[config.mk]
export PLATFORM = sky130hd
export DESIGN_NAME = battery_slew_rate_failsafe_top_flat
export DESIGN_NICKNAME = d
export VERILOG_FILES = /design/src/sv/bsrf_pkg.sv /design/src/sv/bsrf_if.sv /design/src/sv/battery_slew_rate_failsafe_top.sv /design/src/sv/bsrf_div.sv /design/src/flat_wrapper.sv
export SDC_FILE = /design/constraint.sdc
export NUM_CORES = 1
export LEC_CHECK = 0
export BUFFER_PORTS_ARGS = -buffer_cell sky130_fd_sc_hd__buf_2
export CORE_MARGIN = 4
export CORE_UTILIZATION = 50
export CTS_CLUSTER_DIAMETER = 200
export DETAILED_ROUTE_END_ITERATION = 16
export PLACE_DENSITY = 0.68
export SYNTH_ARGS = -nofsm -noshare
export SYNTH_HDL_FRONTEND = slang
export SYNTH_SLANG_ARGS = --single-unit
[constraint.sdc]
create_clock -name clk -period 4.8 [get_ports clk]
set_clock_uncertainty 0.2 [all_clocks]
set_input_delay 0.24 -clock clk [delete_from_list [all_inputs] [get_ports clk]]
set_output_delay 0.24 -clock clk [all_outputs]
set_load 0.01 [all_outputs]
[src/sv/bsrf_pkg.sv]
// Shared types and constants for the battery slew-rate failsafe block.
package bsrf_pkg;

  // Field and register widths
  localparam int unsigned LEVEL_W  = 15;
  localparam int unsigned ACC_W    = 32;
  localparam int unsigned RETRY_W  = 8;
  localparam int unsigned PERIOD_W = 22;
  localparam int unsigned CFG_W    = 22;
  localparam int unsigned CFG_IDX_W = 2;

  // Register indexes on the configuration port
  localparam logic [CFG_IDX_W-1:0] REG_RATE_LIMIT   = 2'd0;
  localparam logic [CFG_IDX_W-1:0] REG_MAX_RETRIES  = 2'd1;
  localparam logic [CFG_IDX_W-1:0] REG_CHECK_PERIOD = 2'd2;

  // Register reset values
  localparam logic [LEVEL_W-1:0]  RATE_LIMIT_RST   = 15'd100;
  localparam logic [RETRY_W-1:0]  MAX_RETRIES_RST  = 8'd3;
  localparam logic [PERIOD_W-1:0] CHECK_PERIOD_RST = 22'd60000;

  // Input kind codes
  localparam logic KIND_TICK  = 1'b0;
  localparam logic KIND_LEVEL = 1'b1;

  // Status from the shared divider to the sequencer
  typedef struct packed {
    logic busy;
    logic done;
  } div_stat_t;

endpackage

[src/sv/bsrf_if.sv]
// Valid/ready channel interfaces for input items and result items.
interface bsrf_in_if;
  logic                          valid;
  logic                          ready;
  logic                          kind;
  logic [bsrf_pkg::ACC_W-1:0]    elapsed_ms;
  logic [bsrf_pkg::LEVEL_W-1:0]  level_mv;

  modport source (output valid, kind, elapsed_ms, level_mv, input ready);
  modport sink   (input valid, kind, elapsed_ms, level_mv, output ready);
endinterface

interface bsrf_out_if;
  logic                          valid;
  logic                          ready;
  logic                          checked;
  logic [bsrf_pkg::LEVEL_W-1:0]  rate_mv_per_min;
  logic [bsrf_pkg::RETRY_W-1:0]  retry_cnt;
  logic                          fail_now;
  logic                          failed;

  modport source (output valid, checked, rate_mv_per_min, retry_cnt, fail_now, failed,
                  input ready);
  modport sink   (input valid, checked, rate_mv_per_min, retry_cnt, fail_now, failed,
                  output ready);
endinterface

[src/sv/battery_slew_rate_failsafe_top.sv]
// Top level of the battery slew-rate failsafe: sequencer, state and result register.
//
// Tick items add elapsed milliseconds to a saturating 32-bit accumulator; level
// items prime a baseline and, once the accumulator reaches the check period, run
// a rate check. An item that does no check goes from EVAL straight to DONE,
// where the result register is loaded. A check runs two divisions, minutes =
// acc / period and rate = |level - baseline| / minutes, one after the other on a
// single shared restoring divider that yields one quotient bit per cycle, in
// S_DIV_MIN and S_DIV_RATE. The input is not ready while an item is in work, and
// is ready again while a finished result still waits to be taken.
module battery_slew_rate_failsafe_top (
  input  logic                            clk,
  input  logic                            rst,
  input  logic                            cfg_we,
  input  logic [bsrf_pkg::CFG_IDX_W-1:0]  cfg_index,
  input  logic [bsrf_pkg::CFG_W-1:0]      cfg_data,
  bsrf_in_if.sink                         in_ch,
  bsrf_out_if.source                      out_ch
);
  import bsrf_pkg::*;

  typedef enum logic [4:0] {
    S_IDLE     = 5'b00001,
    S_EVAL     = 5'b00010,
    S_DIV_MIN  = 5'b00100,
    S_DIV_RATE = 5'b01000,
    S_DONE     = 5'b10000
  } state_t;

  state_t state, state_next;

  // Configuration registers
  logic [LEVEL_W-1:0]  rate_limit;
  logic [RETRY_W-1:0]  max_retries;
  logic [PERIOD_W-1:0] check_period;

  // Block state
  logic               primed;
  logic [LEVEL_W-1:0] baseline_mv;
  logic [ACC_W-1:0]   time_acc;
  logic [RETRY_W-1:0] retries;
  logic               fail_latched;

  // Captured transaction and check result
  logic               kind_r;
  logic [ACC_W-1:0]   elapsed_r;
  logic [LEVEL_W-1:0] level_r;
  logic               chk_r;
  logic [LEVEL_W-1:0] rate_r;

  // Output register
  logic               out_valid;
  logic               out_checked;
  logic [LEVEL_W-1:0] out_rate;
  logic [RETRY_W-1:0] out_retry;
  logic               out_fail_now;
  logic               out_failed;

  // Divider hookup
  logic               div_start;
  logic [ACC_W-1:0]   div_dividend;
  logic [ACC_W-1:0]   div_divisor;
  logic [ACC_W-1:0]   div_quo;
  div_stat_t          div_stat;

  logic [ACC_W-1:0]   period;
  logic [ACC_W:0]     acc_sum;
  logic [LEVEL_W-1:0] level_diff;
  logic               out_free;
  logic               over_limit;
  logic [RETRY_W:0]   retry_inc;
  logic               fail_hit;

  // Treat a zero period as one millisecond
  assign period     = (check_period == '0) ? ACC_W'(1) : ACC_W'(check_period);
  assign acc_sum    = {1'b0, time_acc} + {1'b0, elapsed_r};
  assign level_diff = (level_r >= baseline_mv) ? (level_r - baseline_mv)
                                               : (baseline_mv - level_r);
  assign out_free   = !out_valid || out_ch.ready;

  // Retry decision for a completed check
  assign over_limit = (rate_r > rate_limit);
  assign retry_inc  = (retries == {RETRY_W{1'b1}}) ? {1'b0, retries}
                                                   : {1'b0, retries} + (RETRY_W+1)'(1);
  assign fail_hit   = over_limit && (retry_inc > {1'b0, max_retries});

  // Shared divider operands: minutes first, then the rate
  assign div_start    = ((state == S_EVAL) && kind_r == KIND_LEVEL && primed
                         && time_acc >= period)
                        || ((state == S_DIV_MIN) && div_stat.done);
  assign div_dividend = (state == S_DIV_MIN) ? ACC_W'(level_diff) : time_acc;
  assign div_divisor  = (state == S_DIV_MIN) ? div_quo : period;

  bsrf_div #(.W(ACC_W)) u_div (
    .clk      (clk),
    .rst      (rst),
    .start    (div_start),
    .dividend (div_dividend),
    .divisor  (div_divisor),
    .quotient (div_quo),
    .stat     (div_stat)
  );

  // Sequencer
  always_comb begin
    state_next = state;
    case (state)
      S_IDLE:     if (in_ch.valid) state_next = S_EVAL;
      S_EVAL:     state_next = div_start ? S_DIV_MIN : S_DONE;
      S_DIV_MIN:  if (div_stat.done) state_next = S_DIV_RATE;
      S_DIV_RATE: if (div_stat.done) state_next = S_DONE;
      S_DONE:     if (out_free) state_next = S_IDLE;
      default:    state_next = S_IDLE;
    endcase
  end

  always_ff @(posedge clk) begin
    if (rst) state <= S_IDLE;
    else     state <= state_next;
  end

  // Hold off the input during reset and while an item is in work
  assign in_ch.ready = (state == S_IDLE) && !rst;

  // Configuration writes
  always_ff @(posedge clk) begin
    if (rst) begin
      rate_limit   <= RATE_LIMIT_RST;
      max_retries  <= MAX_RETRIES_RST;
      check_period <= CHECK_PERIOD_RST;
    end else if (cfg_we) begin
      case (cfg_index)
        REG_RATE_LIMIT:   rate_limit   <= cfg_data[LEVEL_W-1:0];
        REG_MAX_RETRIES:  max_retries  <= cfg_data[RETRY_W-1:0];
        REG_CHECK_PERIOD: check_period <= cfg_data[PERIOD_W-1:0];
        default: ;
      endcase
    end
  end

  // Capture the input transaction
  always_ff @(posedge clk) begin
    if (in_ch.valid && in_ch.ready) begin
      kind_r    <= in_ch.kind;
      elapsed_r <= in_ch.elapsed_ms;
      level_r   <= in_ch.level_mv;
    end
  end

  // Check flag and rate
  always_ff @(posedge clk) begin
    if (rst) begin
      chk_r <= 1'b0;
    end else if (state == S_EVAL) begin
      chk_r <= div_start;
    end
  end

  always_ff @(posedge clk) begin
    if (state == S_EVAL) begin
      rate_r <= '0;
    end else if (state == S_DIV_RATE && div_stat.done) begin
      rate_r <= div_quo[LEVEL_W-1:0];
    end
  end

  // Block state: ticks and priming in EVAL, check outcome in DONE
  always_ff @(posedge clk) begin
    if (rst) begin
      primed       <= 1'b0;
      baseline_mv  <= '0;
      time_acc     <= '0;
      retries      <= '0;
      fail_latched <= 1'b0;
    end else if (state == S_EVAL) begin
      if (kind_r == KIND_TICK) begin
        time_acc <= acc_sum[ACC_W] ? {ACC_W{1'b1}} : acc_sum[ACC_W-1:0];
      end else if (!primed) begin
        primed      <= 1'b1;
        baseline_mv <= level_r;
        time_acc    <= '0;
      end
    end else if (state == S_DONE && out_free && chk_r) begin
      baseline_mv <= level_r;
      time_acc    <= '0;
      if (!over_limit || fail_hit) begin
        retries <= '0;
      end else begin
        retries <= retry_inc[RETRY_W-1:0];
      end
      if (fail_hit) fail_latched <= 1'b1;
    end
  end

  // Output register: load in DONE, drop on acceptance
  always_ff @(posedge clk) begin
    if (rst) begin
      out_valid <= 1'b0;
    end else if (state == S_DONE && out_free) begin
      out_valid <= 1'b1;
    end else if (out_ch.ready) begin
      out_valid <= 1'b0;
    end
  end

  always_ff @(posedge clk) begin
    if (state == S_DONE && out_free) begin
      out_checked  <= chk_r;
      out_rate     <= chk_r ? rate_r : '0;
      out_fail_now <= chk_r && fail_hit;
      out_failed   <= fail_latched || (chk_r && fail_hit);
      if (!chk_r) begin
        out_retry <= retries;
      end else if (!over_limit || fail_hit) begin
        out_retry <= '0;
      end else begin
        out_retry <= retry_inc[RETRY_W-1:0];
      end
    end
  end

  assign out_ch.valid           = out_valid;
  assign out_ch.checked         = out_checked;
  assign out_ch.rate_mv_per_min = out_rate;
  assign out_ch.retry_cnt       = out_retry;
  assign out_ch.fail_now        = out_fail_now;
  assign out_ch.failed          = out_failed;

endmodule

[src/sv/bsrf_div.sv]
// Iterative restoring divider, one quotient bit per cycle.
module bsrf_div #(
  parameter int unsigned W = bsrf_pkg::ACC_W
) (
  input  logic                   clk,
  input  logic                   rst,
  input  logic                   start,
  input  logic [W-1:0]           dividend,
  input  logic [W-1:0]           divisor,
  output logic [W-1:0]           quotient,
  output bsrf_pkg::div_stat_t    stat
);
  import bsrf_pkg::*;

  localparam int unsigned CNT_W = $clog2(W + 1);

  logic [W-1:0]     rem;
  logic [W-1:0]     quo;
  logic [W-1:0]     dvs;
  logic [CNT_W-1:0] cnt;
  logic             busy;
  logic             done;
  logic [W:0]       shifted;
  logic [W:0]       sub;
  logic             ge;

  // Shift in the next dividend bit and trial-subtract the divisor
  assign shifted = {rem, quo[W-1]};
  assign sub     = shifted - {1'b0, dvs};
  assign ge      = (shifted >= {1'b0, dvs});

  // Step the division
  always_ff @(posedge clk) begin
    if (rst) begin
      busy <= 1'b0;
      done <= 1'b0;
      cnt  <= '0;
    end else begin
      done <= 1'b0;
      if (start) begin
        busy <= 1'b1;
        cnt  <= CNT_W'(W);
      end else if (busy) begin
        cnt <= cnt - CNT_W'(1);
        if (cnt == CNT_W'(1)) begin
          busy <= 1'b0;
          done <= 1'b1;
        end
      end
    end
  end

  // Datapath registers
  always_ff @(posedge clk) begin
    if (start) begin
      rem <= '0;
      quo <= dividend;
      dvs <= divisor;
    end else if (busy) begin
      rem <= ge ? sub[W-1:0] : shifted[W-1:0];
      quo <= {quo[W-2:0], ge};
    end
  end

  assign quotient  = quo;
  assign stat.busy = busy;
  assign stat.done = done;

endmodule

[src/flat_wrapper.sv]
// flat-port wrapper written by rule: the top's interface ports become plain ports
module battery_slew_rate_failsafe_top_flat import bsrf_pkg::*;
  (clk, rst, cfg_we, cfg_index, cfg_data, in_ch_valid, in_ch_kind, in_ch_elapsed_ms, in_ch_level_mv, in_ch_ready, out_ch_valid, out_ch_checked, out_ch_rate_mv_per_min, out_ch_retry_cnt, out_ch_fail_now, out_ch_failed, out_ch_ready);
  bsrf_in_if in_ch_i ();
  bsrf_out_if out_ch_i ();
  input  logic clk;
  input  logic rst;
  input  logic cfg_we;
  input  logic [bsrf_pkg::CFG_IDX_W-1:0] cfg_index;
  input  logic [bsrf_pkg::CFG_W-1:0] cfg_data;
  input wire logic [$bits(in_ch_i.valid)-1:0] in_ch_valid;
  input wire logic [$bits(in_ch_i.kind)-1:0] in_ch_kind;
  input wire logic [$bits(in_ch_i.elapsed_ms)-1:0] in_ch_elapsed_ms;
  input wire logic [$bits(in_ch_i.level_mv)-1:0] in_ch_level_mv;
  output wire logic [$bits(in_ch_i.ready)-1:0] in_ch_ready;
  output wire logic [$bits(out_ch_i.valid)-1:0] out_ch_valid;
  output wire logic [$bits(out_ch_i.checked)-1:0] out_ch_checked;
  output wire logic [$bits(out_ch_i.rate_mv_per_min)-1:0] out_ch_rate_mv_per_min;
  output wire logic [$bits(out_ch_i.retry_cnt)-1:0] out_ch_retry_cnt;
  output wire logic [$bits(out_ch_i.fail_now)-1:0] out_ch_fail_now;
  output wire logic [$bits(out_ch_i.failed)-1:0] out_ch_failed;
  input wire logic [$bits(out_ch_i.ready)-1:0] out_ch_ready;
  assign in_ch_i.valid = in_ch_valid;
  assign in_ch_i.kind = in_ch_kind;
  assign in_ch_i.elapsed_ms = in_ch_elapsed_ms;
  assign in_ch_i.level_mv = in_ch_level_mv;
  assign in_ch_ready = in_ch_i.ready;
  assign out_ch_valid = out_ch_i.valid;
  assign out_ch_checked = out_ch_i.checked;
  assign out_ch_rate_mv_per_min = out_ch_i.rate_mv_per_min;
  assign out_ch_retry_cnt = out_ch_i.retry_cnt;
  assign out_ch_fail_now = out_ch_i.fail_now;
  assign out_ch_failed = out_ch_i.failed;
  assign out_ch_i.ready = out_ch_ready;
  battery_slew_rate_failsafe_top u_core (.clk(clk), .rst(rst), .cfg_we(cfg_we), .cfg_index(cfg_index), .cfg_data(cfg_data), .in_ch(in_ch_i), .out_ch(out_ch_i));
endmodule
==> results.py <==
metrics = {
    "worst_setup_path": {
        "r2r.worst_path.cells": 13,
        "critical-path-slowest-cell": "sky130_fd_sc_hd__o41ai_1",
        "worstPathCellList": "nor4_1, nand4_1, o41ai_1, ha_1, nand2b_1, a21o_1, a21o_1, a21o_1, a211oi_1, o21a_2, clkinv_1, buf_4, a2111oi_0",
        "critical_path.endpoint_type": "flop",
        "worst_ep_required_time_ps": 4990,
        "cp.buffers_inverters": 2,
        "worst-endpoint-arrival_ps": 4310,
        "most_prevalent_standard_cell_on_the_critical_path": "sky130_fd_sc_hd__a21o_1",
        "slowest_delay_ps": 460,
        "cp.depth": 13,
        "cp-start-kind": "flop",
        "critical_path_class": "flop to flop",
        "cpLargestDelayFamily": "compound AO/OA/AOI/OAI gates",
        "critical_path_peak_fanout": 45,
    },
    "placed_design": {
        "gp_congestion": 0.869,
        "placement.io_buffers": 104,
        "hpwlAfterDp_um": 30900,
        "place_inst": 2433,
    },
    "power_and_ir_drop": {
        "power_density_cells_mw_per_mm2": 323,
        "irDropWorstVdd_mv": 0.293,
        "power_leakage_nw": 8.41,
        "design_power_total_mw": 6.55,
    },
    "synth": {
        "synth.lib_cells_used.distinct": 82,
        "yosys_register_bits": 302,
        "post_synthesis_sequential_area_ratio_pct": 42.4,
        "yosys.area.top_type": "sky130_fd_sc_hd__edfxtp_1",
        "synth_commonest_cells": "sky130_fd_sc_hd__nand2_1, sky130_fd_sc_hd__a21oi_1, sky130_fd_sc_hd__dfxtp_1",
        "synth_warnings": 0,
        "edff_count_synth": 138,
        "post-synth-top-count-cell": "sky130_fd_sc_hd__nand2_1",
        "async_reset_ff_share_pct": 0,
        "syn-cell-area_mm2": 0.0175,
        "synth_nets": 2167,
        "ys_top_cells_by_area": "sky130_fd_sc_hd__edfxtp_1, sky130_fd_sc_hd__dfxtp_1, sky130_fd_sc_hd__ha_1",
        "yosysTopAreaCellShare_pct": 23.7,
        "syn_inst": 1945,
        "ys_dominant_reg_cell": "sky130_fd_sc_hd__dfxtp_1",
        "syn_avg_cell_area_um2": 9.00,
    },
    "global_routing": {
        "globalRoute.totalOverflow": 0,
        "use_met3_pct": 2.76,
        "met1_usage_pct": 32.0,
        "grt_max_degree": 79,
        "grt_pass1_vias": 13600,
        "antenna_violations_before_repair": 0,
        "grt-busiest-layer": "met2",
        "grtUsageTotal_pct": 21.9,
        "grt_first_pass_wirelength_um": 69900,
        "use_met2_pct": 34.7,
    },
    "detailed_routing": {
        "dr_total_vias": 14300,
        "drt_first_pass_iters": 5,
        "drt_wl_cell_um": 16.7,
        "final_antenna_net_count": 0,
        "dr.first_iter.drc_count": 919,
        "avgViaCountPerCell": 5.57,
        "drc": 0,
        "wirelength_um": 43000,
    },
    "cts": {
        "clock_sink_total": 302,
        "tritoncts": "built",
        "clk_root_buffer_cell": "sky130_fd_sc_hd__clkbuf_16",
        "clock_tree.htree_level_count": 2,
        "path_clk_slew_ps": 60,
        "postCtsHoldBufs": 73,
        "clk_path_buf_depth": 3,
        "post_cts.resized_instances": 0,
        "cts-buffers-inserted": 35,
        "clkLatencyLatePin_ps": 520,
        "postCtsSetupRepairBufs": 0,
    },
    "outcome": {
        "result_of_the_run": "finished, final reports clean",
    },
    "sta": {
        "setup_viol": 0,
        "rsz0062_at_grt": "no",
        "fin_crit_sh_pct": 85.9,
        "hold_viol": 0,
        "worst_slew_slack_as_a_fraction_of_its_limit_pct": 12.6,
        "timing.setup.tns_ps": 0,
        "achievable-frequency_ghz": 0.243,
        "report.final.slew_viol_count": 0,
        "worst_pin_slew_ps": 1300,
        "post-route-min-period_ps": 4120,
    },
    "final_layout": {
        "share_of_post_route_cells_with_drive_strength_above_1_pct": 9.46,
        "nFillCells": 3043,
        "layout.nets": 2310,
        "finish.cell_count_without_fillers": 2569,
        "syn_to_final_growth_pct": 15.7,
        "n_diodes": 0,
    },
    "die": {
        "floorplan.die.width_um": 195,
        "core.rowCount": 68,
        "floorplan.initialDensity_pct": 50.7,
        "die_area_mm2": 0.0381,
        "num_io_pins": 105,
        "die_height_um": 195,
        "coreArea_mm2": 0.0345,
    },
    "worst_hold_path": {
        "worstHoldPathType": "input port to flop",
        "min_delay_path_depth": 4,
    },
    "flow_run": {
        "max_cap_viol_count": 0,
    },
}
-- power by group --
part	internal, mW	switching [mW]
Sequential	2.78	0.0730
Clock	1.69	1.07
Combinational	0.408	0.536
Total	4.87	1.68
-- worst paths after layout --
path | to | from | slack, ps
worst max-delay path | u_core.u_div.cnt[1]$_SDFFE_PP0P_ | u_core.check_period[1]$_SDFFE_PP0P_ | 680
worst min-delay path | u_core.rate_limit[3]$_SDFFE_PP0P_ | cfg_index[0] | 40
worst max register to register | u_core.u_div.cnt[1]$_SDFFE_PP0P_ | u_core.check_period[1]$_SDFFE_PP0P_ | 680
worst min register to register | u_core.baseline_mv[14]$_SDFFE_PP0P_ | u_core.baseline_mv[14]$_SDFFE_PP0P_ | 250
-- area by class of cell --
cell class	instances	area (µm²)	share of cell area, %
well taps	455	569	2.81
clock inverters	15	186	0.920
repair buffers	191	1370	6.76
multi-input cells	1417	9170	45.3
clock buffers	48	1010	4.97
inverters	141	529	2.61
flip-flops and latches	302	7430	36.7
-- state kept, by name (all words and copies together), names as in the netlist, 5 cells and up --
register	count
u_core.state	5
u_core.out_ch.retry_cnt	8
u_core.rate_r	15
u_core.out_ch.rate_mv_per_min	15
u_core.u_div.rem	32
u_core.check_period	22
u_core.retries	8
u_core.level_r	15
u_core.time_acc	32
u_core.u_div.cnt	6
u_core.max_retries	8
u_core.baseline_mv	15
u_core.elapsed_r	32
u_core.rate_limit	15
u_core.u_div.dvs	32
u_core.u_div.quotient	32
-- per-layer routing --
layer	up-vias	part of all wire, %
met1	6661	48
met3	65	5.6
met5	-	0
li1	7211	-
met4	0	2.2
met2	374	44
-- cell usage in the layout (no fill, tap or decap), drive strengths merged, types with 14 or more instances in the layout --
cell type and n:
a211o 16, a211oi 14, a21o 49, a21oi 198
a22o 18, a31oi 23, and2 32, and3 19
buf 118, clkbuf 48, dfxtp 164, dlygate4sd3 73
edfxtp 138, ha 141, inv 141, mux2i 33
nand2 260, nand2b 14, nand3 40, nand4 14
nor2 124, nor2b 23, nor3 33, o21a 25
o21ai 134, o21bai 15, xnor2 45, xor2 23
-- tightest hold or removal path: cells and delay by family --
kind / cells / cell delay (ps)
AND/OR/NAND/NOR: 2 / 280
AO/OA/AOI/OAI: 1 / 50
buffers and inverters: 1 / 140
-- logic make-up (layout without fill, tap and decap cells) --
| family | Yosys count | after routing | share of synthesized area (%) |
|---|---|---|---|
| xor+xnor | 68 | 68 | 3.40 |
| buf+inv | 226 | 395 | 5.28 |
| flops | 302 | 302 | 42.4 |
| simple gates | 602 | 602 | 15.8 |
| compound gates | 566 | 566 | 20.5 |
| fa+ha+maj | 145 | 145 | 10.5 |
| mux | 36 | 36 | 2.10 |
-- per-stage QoR --
stage	hold WS [ps]	cell area [µm²]	util (%)	setup WS, ps
after floorplan	139	17500	-	970
after global placement	217	18300	53.1	911
after detailed placement	218	18300	53.1	771
after CTS	20.3	20300	58.7	725
after global routing	54.3	20300	58.7	398
final	40.8	20300	58.7	678
(Power assumes the default switching activity.)
